`config.mk`:
```
export PLATFORM = sky130hd
export DESIGN_NAME = cdq_ptr
export DESIGN_NICKNAME = d
export VERILOG_FILES = /design/src/hdl/cdq_pkg.sv /design/src/hdl/cdq_ptr.sv
export SDC_FILE = /design/constraint.sdc
export NUM_CORES = 1
export LEC_CHECK = 0
export ABC_AREA = 1
export BUFFER_PORTS_ARGS = -buffer_cell sky130_fd_sc_hd__buf_2
export CAP_MARGIN = 10
export CORE_MARGIN = 5
export CORE_UTILIZATION = 50
export CTS_CLUSTER_DIAMETER = 200
export DETAILED_ROUTE_END_ITERATION = 8
export PLACE_DENSITY_LB_ADDON = 0.25
export SLEW_MARGIN = 25
export SYNTH_ARGS = -nofsm -noshare
export SYNTH_HDL_FRONTEND = slang
export SYNTH_SLANG_ARGS = --single-unit
```
`constraint.sdc`:
```
create_clock -name clk_i -period 3.07 [get_ports clk_i]
set_clock_uncertainty 0.2 [all_clocks]
set_input_delay 0.1535 -clock clk_i [delete_from_list [all_inputs] [get_ports clk_i]]
set_output_delay 0.1535 -clock clk_i [all_outputs]
set_load 0.005 [all_outputs]
```
`src/hdl/cdq_pkg.sv`:
```
package cdq_pkg;

  typedef enum logic [2:0] {
    KIND_READ       = 3'd0,
    KIND_OVERWRITE  = 3'd1,
    KIND_PUSH_BACK  = 3'd2,
    KIND_PUSH_FRONT = 3'd3,
    KIND_POP_BACK   = 3'd4,
    KIND_POP_FRONT  = 3'd5
  } kind_e;

  typedef enum logic [1:0] {
    STATUS_OK    = 2'd0,
    STATUS_FULL  = 2'd1,
    STATUS_EMPTY = 2'd2,
    STATUS_RANGE = 2'd3
  } status_e;

  typedef enum logic {
    ST_IDLE = 1'b0,
    ST_READ = 1'b1
  } state_e;

  // decision for one request, from the pointer unit to the sequencer
  typedef struct packed {
    status_e status;
    logic    wr_en;
    logic    rd_en;
  } ctl_t;

  localparam int unsigned KindBits  = 3;
  localparam int unsigned PosBits   = 8;
  localparam int unsigned ValueBits = 32;
  localparam int unsigned OccBits   = 9;
  localparam int unsigned StatBits  = 2;

endpackage

```
`src/hdl/cdq_ptr.sv`:
```
module cdq_ptr
  import cdq_pkg::*;
#(
  parameter int unsigned CAPACITY = 256
) (
  input  logic                          clk_i,
  input  logic                          rst_ni,
  input  kind_e                         kind_i,
  input  logic [PosBits-1:0]            position_i,
  input  logic                          commit_i,
  output ctl_t                          ctl_o,
  output logic [$clog2(CAPACITY)-1:0]   slot_o,
  output logic [$clog2(CAPACITY+1)-1:0] count_o
);

  localparam int unsigned AW = $clog2(CAPACITY);
  localparam int unsigned CW = $clog2(CAPACITY + 1);
  localparam int unsigned PW = (CW > PosBits) ? CW : PosBits;

  logic [AW-1:0] head_q, head_d;
  logic [CW-1:0] count_q, count_d;

  logic          full, empty, pos_ok;
  logic [PW-1:0] pos_ext;
  logic [AW-1:0] head_dec, head_inc, logical, slot_sum;
  logic [CW-1:0] count_dec;
  logic [AW:0]   sum;
  logic          use_sum;

  assign full      = (count_q == CW'(CAPACITY));
  assign empty     = (count_q == '0);
  assign pos_ext   = PW'(position_i);
  assign pos_ok    = (pos_ext < PW'(count_q));
  assign count_dec = count_q - CW'(1);
  assign head_dec  = (head_q == '0) ? AW'(CAPACITY - 1) : head_q - AW'(1);
  assign head_inc  = (head_q == AW'(CAPACITY - 1)) ? '0 : head_q + AW'(1);

  // head plus logical index, wrapped with one compare and subtract
  always_comb begin
    logical = pos_ext[AW-1:0];
    use_sum = 1'b1;
    unique case (kind_i)
      KIND_PUSH_BACK:  logical = count_q[AW-1:0];
      KIND_POP_BACK:   logical = count_dec[AW-1:0];
      default:         logical = pos_ext[AW-1:0];
    endcase
    sum = {1'b0, head_q} + {1'b0, logical};
    if (sum >= (AW+1)'(CAPACITY)) begin
      sum = sum - (AW+1)'(CAPACITY);
    end
    slot_sum = sum[AW-1:0];
    if (kind_i == KIND_PUSH_FRONT || kind_i == KIND_POP_FRONT) begin
      use_sum = 1'b0;
    end
  end

  always_comb begin
    ctl_o.status = STATUS_OK;
    ctl_o.wr_en  = 1'b0;
    ctl_o.rd_en  = 1'b0;
    head_d       = head_q;
    count_d      = count_q;
    slot_o       = use_sum ? slot_sum : head_q;
    unique case (kind_i)
      KIND_READ, KIND_OVERWRITE: begin
        if (!pos_ok) begin
          ctl_o.status = STATUS_RANGE;
        end else if (kind_i == KIND_OVERWRITE) begin
          ctl_o.wr_en = 1'b1;
        end else begin
          ctl_o.rd_en = 1'b1;
        end
      end
      KIND_PUSH_BACK: begin
        if (full) begin
          ctl_o.status = STATUS_FULL;
        end else begin
          ctl_o.wr_en = 1'b1;
          count_d     = count_q + CW'(1);
        end
      end
      KIND_PUSH_FRONT: begin
        slot_o = head_dec;
        if (full) begin
          ctl_o.status = STATUS_FULL;
        end else begin
          ctl_o.wr_en = 1'b1;
          head_d      = head_dec;
          count_d     = count_q + CW'(1);
        end
      end
      KIND_POP_BACK: begin
        if (empty) begin
          ctl_o.status = STATUS_EMPTY;
        end else begin
          ctl_o.rd_en = 1'b1;
          count_d     = count_dec;
        end
      end
      KIND_POP_FRONT: begin
        if (empty) begin
          ctl_o.status = STATUS_EMPTY;
        end else begin
          ctl_o.rd_en = 1'b1;
          head_d      = head_inc;
          count_d     = count_dec;
        end
      end
      default: begin
        ctl_o.status = STATUS_OK;
      end
    endcase
  end

  assign count_o = count_d;

  always_ff @(posedge clk_i or negedge rst_ni) begin
    if (!rst_ni) begin
      head_q  <= '0;
      count_q <= '0;
    end else if (commit_i) begin
      head_q  <= head_d;
      count_q <= count_d;
    end
  end

endmodule

```
Word-level counts from Yosys, hierarchy flattened:

Cells that the tools add are included.

* bits in registers: 17
* logic and storage cells: 51
* bits of input ports: 14

* mux-type cells: 23
* equality and inequality tests: 9
* $add $sub $neg: 6
* magnitude comparators: 2
* reduce and logical (&&, ||, !) cells: 9

Operators with widths (count)
* two-way mux 8 bit: 7
* one-hot mux 8 bit (2 select lines): 2
* two-way mux 9 bit: 2
* one-hot mux 9 bit (2 select lines): 1
* subtractor 8 x 1 -> 8 bit, second input constant: 2
* adder 8 x 8 -> 9 bit: 1
* adder 9 x 1 -> 9 bit, second input constant: 1
* == test 9 bit, second input constant: 1
* >= comparator 9 bit, second input constant: 1
* logical NOT 9 bit: 1
* < comparator 8 x 9 -> 1 bit: 1
* subtractor 9 x 1 -> 9 bit, second input constant: 1
* adder 8 x 1 -> 8 bit, second input constant: 1
* == test 8 bit, second input constant: 1
* logical NOT 8 bit: 1
* == test 3 x 2 -> 1 bit, second input constant: 2
* == test 3 bit, second input constant: 2
* two-way mux 2 bit: 3
* one-hot mux 2 bit (3 select lines): 1
* OR reduction 2 bit: 3
* two-way mux 1 bit: 5
* != test 2 bit, second input constant: 2
* one-hot mux 1 bit (2 select lines): 2
* AND reduction 4 bit: 1
* 4 further kinds: 4

Depth between registers and ports, before layout:

Gate-level depths: netlist (run 1).

* word-level depth: 7
* mapped depth: 21
* mapped depth without buffers: 20

Worst setup path after synthesis (run 1):

OpenSTA, ideal clock, no wires.

* path kind: register to output
* start point: register count_q[0]
* end point: output port slot_o[7]
* required time: 2.717 ns
* path slack: 0.396 ns
* cell stages (with the launch flop): 20
* arrival time: 2.321 ns
* cells stage by stage: dfrtp_1 -> inv_1 -> ha_1 -> nand2_1 -> nor3_1 -> xor2_1 -> nand2_1 -> o211ai_1 -> ha_1 -> nand2_1 -> inv_1 -> nand2_1 -> nand2_1 -> a21oi_1 -> nand3_1 -> nand3_1 -> nand2_1 -> nand2_1 -> nand2_1 -> nand2_1

* longest elaborated chain between the ends: 7
* elaborated cells on any way between the ends: 8
* those cells by class: add/sub (3); order compare (1); mux (4)

RTL lines
* from (decl): RTL line cdq_ptr.sv:21 `logic [CW-1:0] count_q, count_d;`
* from (signal assigned): RTL line cdq_ptr.sv:123 `count_q <= count_d;`
* subtractor 9 x 1 -> 9 bit: RTL line cdq_ptr.sv:34 `assign count_dec = count_q - CW'(1);`
* one-hot mux 8 bit (2 select lines) (*): RTL line cdq_ptr.sv:42 `unique case (kind_i)`
* adder 8 x 8 -> 9 bit (*): RTL line cdq_ptr.sv:47 `sum = {1'b0, head_q} + {1'b0, logical};`
* subtractor 8 x 1 -> 8 bit / >= comparator 9 bit (equally long branches): RTL line cdq_ptr.sv:49, cdq_ptr.sv:48
* two-way mux 8 bit (*): RTL line cdq_ptr.sv:48 `if (sum >= (AW+1)'(CAPACITY)) begin`
* two-way mux 8 bit (*): RTL line cdq_ptr.sv:63 `slot_o = use_sum ? slot_sum : head_q;`
* two-way mux 8 bit (*): RTL line cdq_ptr.sv:64 `unique case (kind_i)`
* to (decl): RTL line cdq_ptr.sv:12 `output logic [$clog2(CAPACITY)-1:0] slot_o,`

Every way passes the cells marked *; elsewhere a longest branch is shown, timed or not.

Worst setup path after layout (run 1):

* start point: register count_q[1]
* end point: output port slot_o[7]

Same word-level chain as after synthesis.

==> results of run 1 <==
how the worst max path moves through the flow:
| stage | start | to | slack, ns | cells after the start |
|---|---|---|---|---|
| floorplan | count_q[0] | slot_o[7] | 0.40 | 19 |
| detailed placement | count_q[1] | slot_o[6] | 0.12 | 15 |
| CTS | count_q[3] | slot_o[7] | 0.002 | 19 |
| global route | count_q[1] | slot_o[7] | -0.24 | 20 |
| finish | count_q[1] | slot_o[7] | 0.005 | 21 |
| global placement | count_q[0] | slot_o[6] | 0.18 | 15 |
worst max-delay path, delay by kind of cell, from the launching register on:
kind | cells | cell delay, ns
adder cells (fa/ha/maj) | 2 | 0.44
flip-flops | 1 | 0.43
XOR/XNOR | 1 | 0.20
buffers and inverters | 4 | 0.32
AO/OA/AOI/OAI | 2 | 0.22
AND/OR/NAND/NOR | 12 | 0.85
synth_stat cells, types with 2 or more instances:
| master | number | area [sq um] |
|---|---|---|
| nand3_1 | 43 | 215 |
| nor2_1 | 33 | 124 |
| a21oi_1 | 23 | 115 |
| o21ai_1 | 13 | 65.1 |
| nor3_2 | 2 | 20.0 |
| o221ai_1 | 3 | 26.3 |
| dfrtp_1 | 17 | 425 |
| ha_1 | 25 | 313 |
| nand4_1 | 4 | 25.0 |
| inv_2 | 10 | 37.5 |
| o21ai_0 | 20 | 100 |
| nor2_2 | 3 | 18.8 |
| a31oi_1 | 4 | 25.0 |
| buf_2 | 6 | 30.0 |
| xnor2_1 | 2 | 17.5 |
| clkbuf_1 | 6 | 22.5 |
| inv_1 | 34 | 128 |
| nand2_1 | 98 | 368 |
| o21a_1 | 5 | 37.5 |
| o211ai_1 | 15 | 113 |
| xor2_1 | 8 | 70.1 |
final cells by class:
| type | count | area, sq um |
|---|---|---|
| multi-input combinational | 315 | 1870 |
| clock inverter | 1 | 5.00 |
| timing repair buffer | 49 | 285 |
| fill | 474 | 1870 |
| inverter | 45 | 169 |
| tap | 67 | 83.8 |
| clock buffer | 3 | 41.3 |
| sequential | 17 | 425 |
routing by layer:
metal / vias up / track usage, %
met5: - / 0
met4: 0 / 6.25
met1: 1226 / 27.4
li1: 1406 / -
met3: 15 / 2.91
met2: 87 / 42.1
flip-flops by register name (all words and copies together) (netlist names):
register	cells
count_q	9
head_q	8
kinds of logic after synthesis:
logic type               Yosys count
flip-flops                        17
buffers and inverters             59
AND/OR/NAND/NOR                  187
XOR/XNOR                          10
adder cells (fa/ha/maj)           26
AO/OA/AOI/OAI                     92
power by group through the flow:
stage	sequential, uW	combinational [uW]	clock (uW)
floorplan	375	925	0
global placement	446	1220	0
detailed placement	450	1240	0
CTS	443	1310	172
global route	465	1550	181
finish	452	1370	169
stage by stage:
step           instances  cell area, sq um
2_1_floorplan        391              2460
3_3_place_gp         486              2700
3_5_place_dp         486              2700
4_1_cts              495              2830
5_1_grt              497              2880
6_report             497              2880
timing repair:
| action | CTS | global route |
|---|---|---|
| hold buffers | 1 | 0 |
| pin swaps | 1 | 5 |
| hold endpoints to repair | 17 | 0 |
| setup buffers | 4 | 2 |
| resized for setup | 8 | 9 |
| endpoints found under the setup margin | 3 | 5 |
cells in the final DEF (no fill, tap or decap), types with 2 or more instances in the layout:
master,n
nor3_2,3
ha_1,23
o21a_1,5
o211ai_1,15
nand3_1,43
o221ai_1,2
o21ai_1,13
a31oi_1,3
nand2_1,96
nand4_1,4
clkbuf_8,3
nor2_2,4
a21oi_1,22
buf_4,14
a21oi_2,2
ha_4,2
nand2_2,3
buf_2,34
xor2_1,8
inv_2,12
o21ai_0,20
inv_1,32
nor2_1,31
dfrtp_1,17
==> flow_metrics.env, run 1 <==
export IMPL_area_growth_pct=17.3
export IMPL_report_power_total_uw=1990
export IMPL_netlist_area_sq_um=2460
export IMPL_htreeDepth=1
export IMPL_hold_class="in2reg"
export IMPL_holdPathStages=3
export IMPL_layout_drive_gt1_share_pct=20.2
export IMPL_cp_required_ns=2.72
export IMPL_end_kind="output port"
export IMPL_maxSlewViolCount=0
export IMPL_slowest_delay_ns=0.43
export IMPL_cts_num_sinks=17
export IMPL_tightest_slew_ns=0.647
export IMPL_rows=25
export IMPL_reg2reg_from="count_q[1]"
export IMPL_async_reset_ff_share_pct=100
export IMPL_grt_max_degree=22
export IMPL_first_pass_iters=5
export IMPL_drcViolationCount=0
export IMPL_synth_seq_cells=17
export IMPL_period_needed_ns=3.06
export IMPL_synth_xor_xnor_area_share_pct=3.57
export IMPL_clk_latency_ns=0.25
export IMPL_preCtsSetupSlack_ns=0.120
export IMPL_vias_per_cell=5.50
export IMPL_cts_made_buffers=3
export IMPL_hpwl_um=5670
export IMPL_pwr_share_comb_pct=68.8
export IMPL_seqPwrFrac_pct=22.7
export IMPL_dr_max_layer_used="met4"
export IMPL_yosysSeqAreaShare_pct=17.3
export IMPL_wirelength_um=7010
export IMPL_cp_max_fo=4
export IMPL_hold_start="commit_i"
export IMPL_path_class="reg2out"
export IMPL_ys_flop_type="dfrtp_1"
export IMPL_routabilityCongestion=0.943
export IMPL_grt_remaining_overflow=0
export IMPL_io_pins=35
export IMPL_cp_common_cell="nand2_1"
export IMPL_hold_ws_ns=0.0613
export IMPL_startpoint_type="flip-flop"
export IMPL_io_buffers=34
export IMPL_grt_pass1_wl_um=11700
export IMPL_finalHoldViolCount=0
export IMPL_r2r_end="head_q[2]"
export IMPL_synthSimpleGateAreaFrac_pct=32.8
export IMPL_cap_violations=0
export IMPL_regToRegSetupSlack_ns=0.82
export IMPL_rsz0062_at_grt="yes"
export IMPL_max_freq_mhz=326
export IMPL_wl_met2_um=3650
export IMPL_wl_met1_um=2840
export IMPL_synth_compound_area_share_pct=23.0
export IMPL_final_core_util_pct=60.6
export IMPL_first_global_vias=2573
export IMPL_synth_edff_count=0
export IMPL_syn_inst=391
export IMPL_pwr_share_clk_pct=8.5
export IMPL_wl_per_cell_um=14.1
export IMPL_worst_slack_ns=0.00531
export IMPL_min_period_over_period_pct=99.8
export IMPL_synth_top_family_by_area="simple AND/OR/NAND/NOR gates"
export IMPL_r2r_cells=11
export IMPL_path_clk_slew_ns=0.07
export IMPL_start_util_pct=51.7
export IMPL_postSynthAreaPerCell_sq_um=6.28
export IMPL_p_per_area_nw_per_um2=691
export IMPL_synthAdderAreaFrac_pct=13.6
export IMPL_num_vias=2734
export IMPL_slew_headroom_pct=56.9
export IMPL_p_int_uw=964
export IMPL_p_switching_uw=1030
export IMPL_coreArea_sq_um=4750
export IMPL_grtUsageTotal_pct=22.8
export IMPL_wl_met3_um=353
export IMPL_tns_ns=0
export IMPL_swShare_pct=51.6
export IMPL_die_h_um=80.1
export IMPL_arrival_ns=2.71
export IMPL_muxShareOfSynthArea_pct=0
export IMPL_layout_nets=471
export IMPL_cts_tree="done"
export IMPL_antenna_found_initial=0
export IMPL_syn_num_nets=431
export IMPL_drtAntennaViolNets=0
export IMPL_cp_slowest_cell="dfrtp_1"
export IMPL_die_area_sq_um=6410
export IMPL_holdPathEnd="count_q[4]"
export IMPL_drtIter0Drc=130
export IMPL_status="completed"
export IMPL_yosysWarnings=0
export IMPL_vdd_drop_max_mv=0.278
export IMPL_worstPathCellList="inv_2, ha_4, nand2_2, nor3_2, xor2_1, nand2_1, o211ai_1, ha_1, nand2_1, inv_1, nand2_1, nand2_1, a21oi_2, inv_1, nand2_1, nand3_1, nand2_1, nand2_1, nand2_1, nand2_1, buf_2"
export IMPL_clock_root_buffer="clkbuf_8"
export IMPL_synth_distinct_cells=38
export IMPL_clock_path_buffers=2
export IMPL_antennaDiodeCount=0
export IMPL_p_leak_uw=0.00142
export IMPL_setup_viol=0
export IMPL_dieWidth_um=80.1
No activity file was read; power rests on OpenSTA's default activity.
==> inputs of run 2 (changes only) <==
Settings changed: CORE_ASPECT_RATIO from default to 0.6.
==> run 2 against run 1 <==
Against the previous run:
- the flow now finishes with violations (setup timing)
- non-clock buffer count increased by 14
- utilization increased by 3.6 points
- hold slack got worse by 0.014 ns
- flip-flop and latch count unchanged
- critical path depth decreased by 3
- largest cell class unchanged
- combinational power increased by 11%
- clock power increased by 12%
- via count increased by 9.1%
- worst setup slack got worse by 0.035 ns
- power increased by 8.3%
==> flow_metrics.env, run 2 (synthesis gave the netlist of run 1 again) <==
export IMPL_report_power_total_uw=2160
export IMPL_largest_reg_flops=9
export IMPL_largest_register="count_q"
export IMPL_p_leak_uw=0.00149
export IMPL_cts_tree="done"
export IMPL_grt_pass1_wl_um=13200
export IMPL_final_common_cell="nand2_1"
export IMPL_startpoint_type="flip-flop"
export IMPL_p_per_area_nw_per_um2=722
export IMPL_grt_max_degree=22
export IMPL_antenna_found_initial=0
export IMPL_htreeDepth=1
export IMPL_end_kind="output port"
export IMPL_preCtsSetupSlack_ns=0.0336
export IMPL_multi_input_area_sq_um=1870
export IMPL_regToRegSetupSlack_ns=0.82
export IMPL_hpwl_um=6630
export IMPL_path_clk_slew_ns=0.08
export IMPL_hold_class="in2reg"
export IMPL_setup_viol=2
export IMPL_hold_ws_ns=0.0471
export IMPL_cp_required_ns=2.72
export IMPL_clock_path_buffers=2
export IMPL_clock_root_buffer="clkbuf_8"
export IMPL_nFillCells=450
export IMPL_die_area_sq_um=6460
export IMPL_final_cell_mix="nand2_1 (95), nand3_1 (43), buf_2 (34), inv_1 (32), nor2_1 (32)"
export IMPL_status="finished with violations"
export IMPL_start_util_pct=52.7
export IMPL_min_period_over_period_pct=101
export IMPL_layout_drive_gt1_share_pct=23.2
export IMPL_antennaDiodeCount=0
export IMPL_cp_max_fo=3
export IMPL_num_vias=2984
export IMPL_finalHoldViolCount=0
export IMPL_slew_headroom_pct=58.0
export IMPL_die_h_um=64.3
export IMPL_io_pins=35
export IMPL_drcViolationCount=0
export IMPL_drtIter0Drc=319
export IMPL_dieWidth_um=100
export IMPL_first_pass_iters=5
export IMPL_wirelength_um=8520
export IMPL_arrival_ns=2.75
export IMPL_violations="setup timing"
export IMPL_io_buffers=34
export IMPL_first_global_vias=2621
export IMPL_area_growth_pct=21.7
export IMPL_grt_remaining_overflow=0
export IMPL_cts_made_buffers=3
export IMPL_rsz0062_at_grt="yes"
export IMPL_routabilityCongestion=1.00
export IMPL_vdd_drop_max_mv=0.448
export IMPL_cap_violations=0
export IMPL_clk_latency_ns=0.27
export IMPL_path_class="reg2out"
export IMPL_layout_nets=485
export IMPL_seq_area_sq_um=427
export IMPL_wl_per_cell_um=16.8
export IMPL_coreArea_sq_um=4660
export IMPL_rows=19
export IMPL_tightest_slew_ns=0.630
export IMPL_worst_slack_ns=-0.0299
export IMPL_drtAntennaViolNets=0
export IMPL_top_regs="count_q (9), head_q (8)"
export IMPL_max_freq_mhz=323
export IMPL_period_needed_ns=3.10
export IMPL_grtUsageTotal_pct=25.9
export IMPL_cts_num_sinks=17
export IMPL_vias_per_cell=5.89
export IMPL_maxSlewViolCount=0
## run 2: path summary, 6_finish.rpt
check / endpoint / start / cells past startpoint
setup / recovery: slot_o[6] / count_q[0] / 18
hold / removal: count_q[3] / commit_i / 3
setup reg to reg: head_q[2] / count_q[0] / 10
hold reg to reg: head_q[0] / head_q[0] / 2
max in group asynchronous: count_q[1] / rst_ni / 2
min in group asynchronous: count_q[2] / rst_ni / 2
## run 2: critical path, stage by stage (launching register included)
cell	delay [ns]
dfrtp_1	0.44
nor2_4	0.07
nand2_2	0.09
inv_1	0.07
a21oi_1	0.14
o21ai_1	0.11
nand2_1	0.07
o211ai_1	0.08
ha_1	0.33
a21oi_1	0.17
nand2_1	0.13
nand2_1	0.10
nand2_1	0.08
a21oi_2	0.14
nor2_1	0.06
nor2_1	0.09
nand2_1	0.08
a21oi_2	0.11
buf_2	0.12
## run 2: layer usage
layer	vias up	wire length, um	part of all wire, %	track usage (%)
li1	1426	-	-	-
met1	1358	3960	46	39.5
met2	188	3390	40	36.6
met3	12	1090	13	6.85
met4	0	81	0.95	4.20
met5	-	0	0	0
## run 2: power by group
part	switching [uW]	total [uW]	internal, uW
clock network	96.7	189	91.8
logic	886	1520	638
registers	148	445	297
total	1130	2160	1030
## run 2: stage by stage
step | setup TNS [ns] | util [%] | cells | instance area [sq um]
2_1_floorplan | 0 | - | 391 | 2460
3_3_place_gp | 0 | 58.8 | 488 | 2740
3_5_place_dp | 0 | 58.8 | 488 | 2740
4_1_cts | -0.00429 | 63.0 | 504 | 2930
5_1_grt | -0.617 | 64.2 | 507 | 2990
6_report | -0.0591 | 64.2 | 507 | 2990
## run 2: final cells by class
type | instances | area share (%)
multi-input cells | 315 | 62.7
flip-flops and latches | 17 | 14.3
repair buffers | 63 | 13.1
inverters | 45 | 5.73
well taps | 63 | 2.64
clock buffers | 3 | 1.38
clock inverters | 1 | 0.251
## run 2: what timing repair did
item / in CTS / in global routing
pin swaps: 6 / 8
hold buffers: 1 / 0
setup buffers: 11 / 3
resized for setup: 14 / 9
hold endpoints to repair: 17 / 0
endpoints found under the setup margin: 2 / 5
==> inputs of run 3 (changes only) <==
Settings changed: REMOVE_ABC_BUFFERS from default to 1.
==> run 3 against run 2 <==
Against the previous run:
- the run now ends clean
- first-iteration DRC count down 7.2%
- sequential power about the same
- critical path depth up 1
- cell area down 2.9%
- combinational power down 7%
- final cell count down 2.4%
- global-route usage down 3.0 points
- clock-buffer cell count up 1
- via count down 5.4%
- hold slack better by 0.0025 ns
- critical endpoint is now slot_o[7]
==> flow_metrics.env, run 3 (synthesis gave the netlist of run 1 again) <==
export IMPL_io_buffers=34
export IMPL_io_pins=35
export IMPL_dp_cells=482
export IMPL_clock_path_buffers=2
export IMPL_cp_required_ns=2.72
export IMPL_wirelength_um=7290
export IMPL_vdd_drop_max_mv=0.391
export IMPL_first_global_vias=2416
export IMPL_top_regs="count_q (9), head_q (8)"
export IMPL_layout_drive_gt1_share_pct=22.2
export IMPL_finalHoldViolCount=0
export IMPL_drtAntennaViolNets=0
export IMPL_largest_register="count_q"
export IMPL_die_area_sq_um=6460
export IMPL_nFillCells=458
export IMPL_grt_max_degree=22
export IMPL_setup_viol=0
export IMPL_status="completed"
export IMPL_hold_ws_ns=0.0496
export IMPL_cap_violations=0
export IMPL_start_util_pct=52.7
export IMPL_coreArea_sq_um=4660
export IMPL_seq_area_sq_um=427
export IMPL_path_clk_slew_ns=0.08
export IMPL_slew_headroom_pct=55.6
export IMPL_startpoint_type="flip-flop"
export IMPL_rows=19
export IMPL_largest_reg_flops=9
export IMPL_wl_per_cell_um=14.7
export IMPL_clk_latency_ns=0.27
export IMPL_htreeDepth=1
export IMPL_p_leak_uw=0.00143
export IMPL_arrival_ns=2.68
export IMPL_rsz0062_at_grt="yes"
export IMPL_placed_cell_area_sq_um=2690
export IMPL_min_period_over_period_pct=98.8
export IMPL_max_freq_mhz=330
export IMPL_final_area_sq_um=2900
export IMPL_final_common_cell="nand2_1"
export IMPL_antenna_found_initial=0
export IMPL_hpwl_um=5730
export IMPL_grt_remaining_overflow=0
export IMPL_tightest_slew_ns=0.666
export IMPL_area_growth_pct=18.1
export IMPL_grt_pass1_wl_um=12000
export IMPL_cts_num_sinks=17
export IMPL_final_core_util_pct=62.3
export IMPL_cp_max_fo=4
export IMPL_maxSlewViolCount=0
export IMPL_die_h_um=64.3
export IMPL_hold_class="in2reg"
export IMPL_multi_input_area_sq_um=1880
export IMPL_routabilityCongestion=0.952
export IMPL_vias_per_cell=5.70
export IMPL_drcViolationCount=0
export IMPL_first_pass_iters=5
export IMPL_period_needed_ns=3.03
export IMPL_grtUsageTotal_pct=22.9
export IMPL_path_class="reg2out"
export IMPL_clock_root_buffer="clkbuf_8"
export IMPL_drtIter0Drc=296
export IMPL_cts_made_buffers=3
export IMPL_cts_tree="done"
export IMPL_layout_nets=473
export IMPL_end_kind="output port"
export IMPL_final_cell_mix="nand2_1 (95), nand3_1 (43), buf_2 (34), inv_1 (31), nor2_1 (31)"
export IMPL_stdcell_count=495
export IMPL_num_vias=2822
export IMPL_antennaDiodeCount=0
export IMPL_p_per_area_nw_per_um2=704
export IMPL_dieWidth_um=100
-- run 3: layout make-up --
| cell class | count | area share [%] |
|---|---|---|
| multi-input cells | 315 | 64.9 |
| repair buffers | 51 | 10.3 |
| well taps | 63 | 2.72 |
| flip-flops and latches | 17 | 14.7 |
| clock buffers | 4 | 1.55 |
| inverters | 45 | 5.82 |
-- run 3: final timing paths --
check	endpoint	slack, ns	startpoint	depth (start not counted)
setup / recovery	slot_o[7]	0.04	count_q[1]	19
hold / removal	count_q[7]	0.05	commit_i	3
setup reg to reg	head_q[2]	0.86	count_q[0]	11
hold reg to reg	count_q[7]	0.38	count_q[7]	2
max in group asynchronous	count_q[1]	2.18	rst_ni	2
min in group asynchronous	head_q[0]	0.16	rst_ni	2
-- run 3: worst max-delay path, stage by stage, from the launching register on --
cell and delay, ns:
dfrtp_2 0.44, inv_2 0.10, ha_4 0.16, nand2_2 0.08, nor3_2 0.13, xor2_1 0.19
nand2_1 0.07, o211ai_1 0.09, ha_1 0.29, a21oi_1 0.17, nand2_1 0.08, a21oi_2 0.12
inv_1 0.05, nand2_1 0.07, nand3_1 0.07, nand2_1 0.06, nand2_1 0.04, nand2_1 0.05
nand2_1 0.04, buf_2 0.12
-- run 3: metal layers --
| metal | global-route usage (%) | wire length (um) | up-vias |
|---|---|---|---|
| met5 | 0 | 0 | - |
| met4 | 3.03 | 43 | 0 |
| met3 | 4.78 | 697 | 6 |
| met2 | 29.5 | 2760 | 142 |
| met1 | 38.2 | 3790 | 1261 |
| li1 | - | - | 1413 |
-- run 3: through the flow --
step	TNS, ns	setup WS, ns	power [uW]
after floorplan	0	0.389	1280
after global placement	0	0.222	1650
after detailed placement	0	0.174	1660
after CTS	-0.00547	-0.00547	1900
after global routing	-0.463	-0.245	2250
final	0	0.0359	2040
-- run 3: report_power, final --
group	internal (uW)	total [uW]	switching, uW
logic	597	1410	812
registers	297	443	146
clock network	92.8	190	96.8
-- run 3: what timing repair did --
action | in CTS | in global routing
hold endpoints to repair | 17 | 0
endpoints found under the setup margin | 2 | 5
pin swaps | 2 | 6
hold buffers | 1 | 0
gates resized for setup | 11 | 14
buffers inserted | 1 | 7
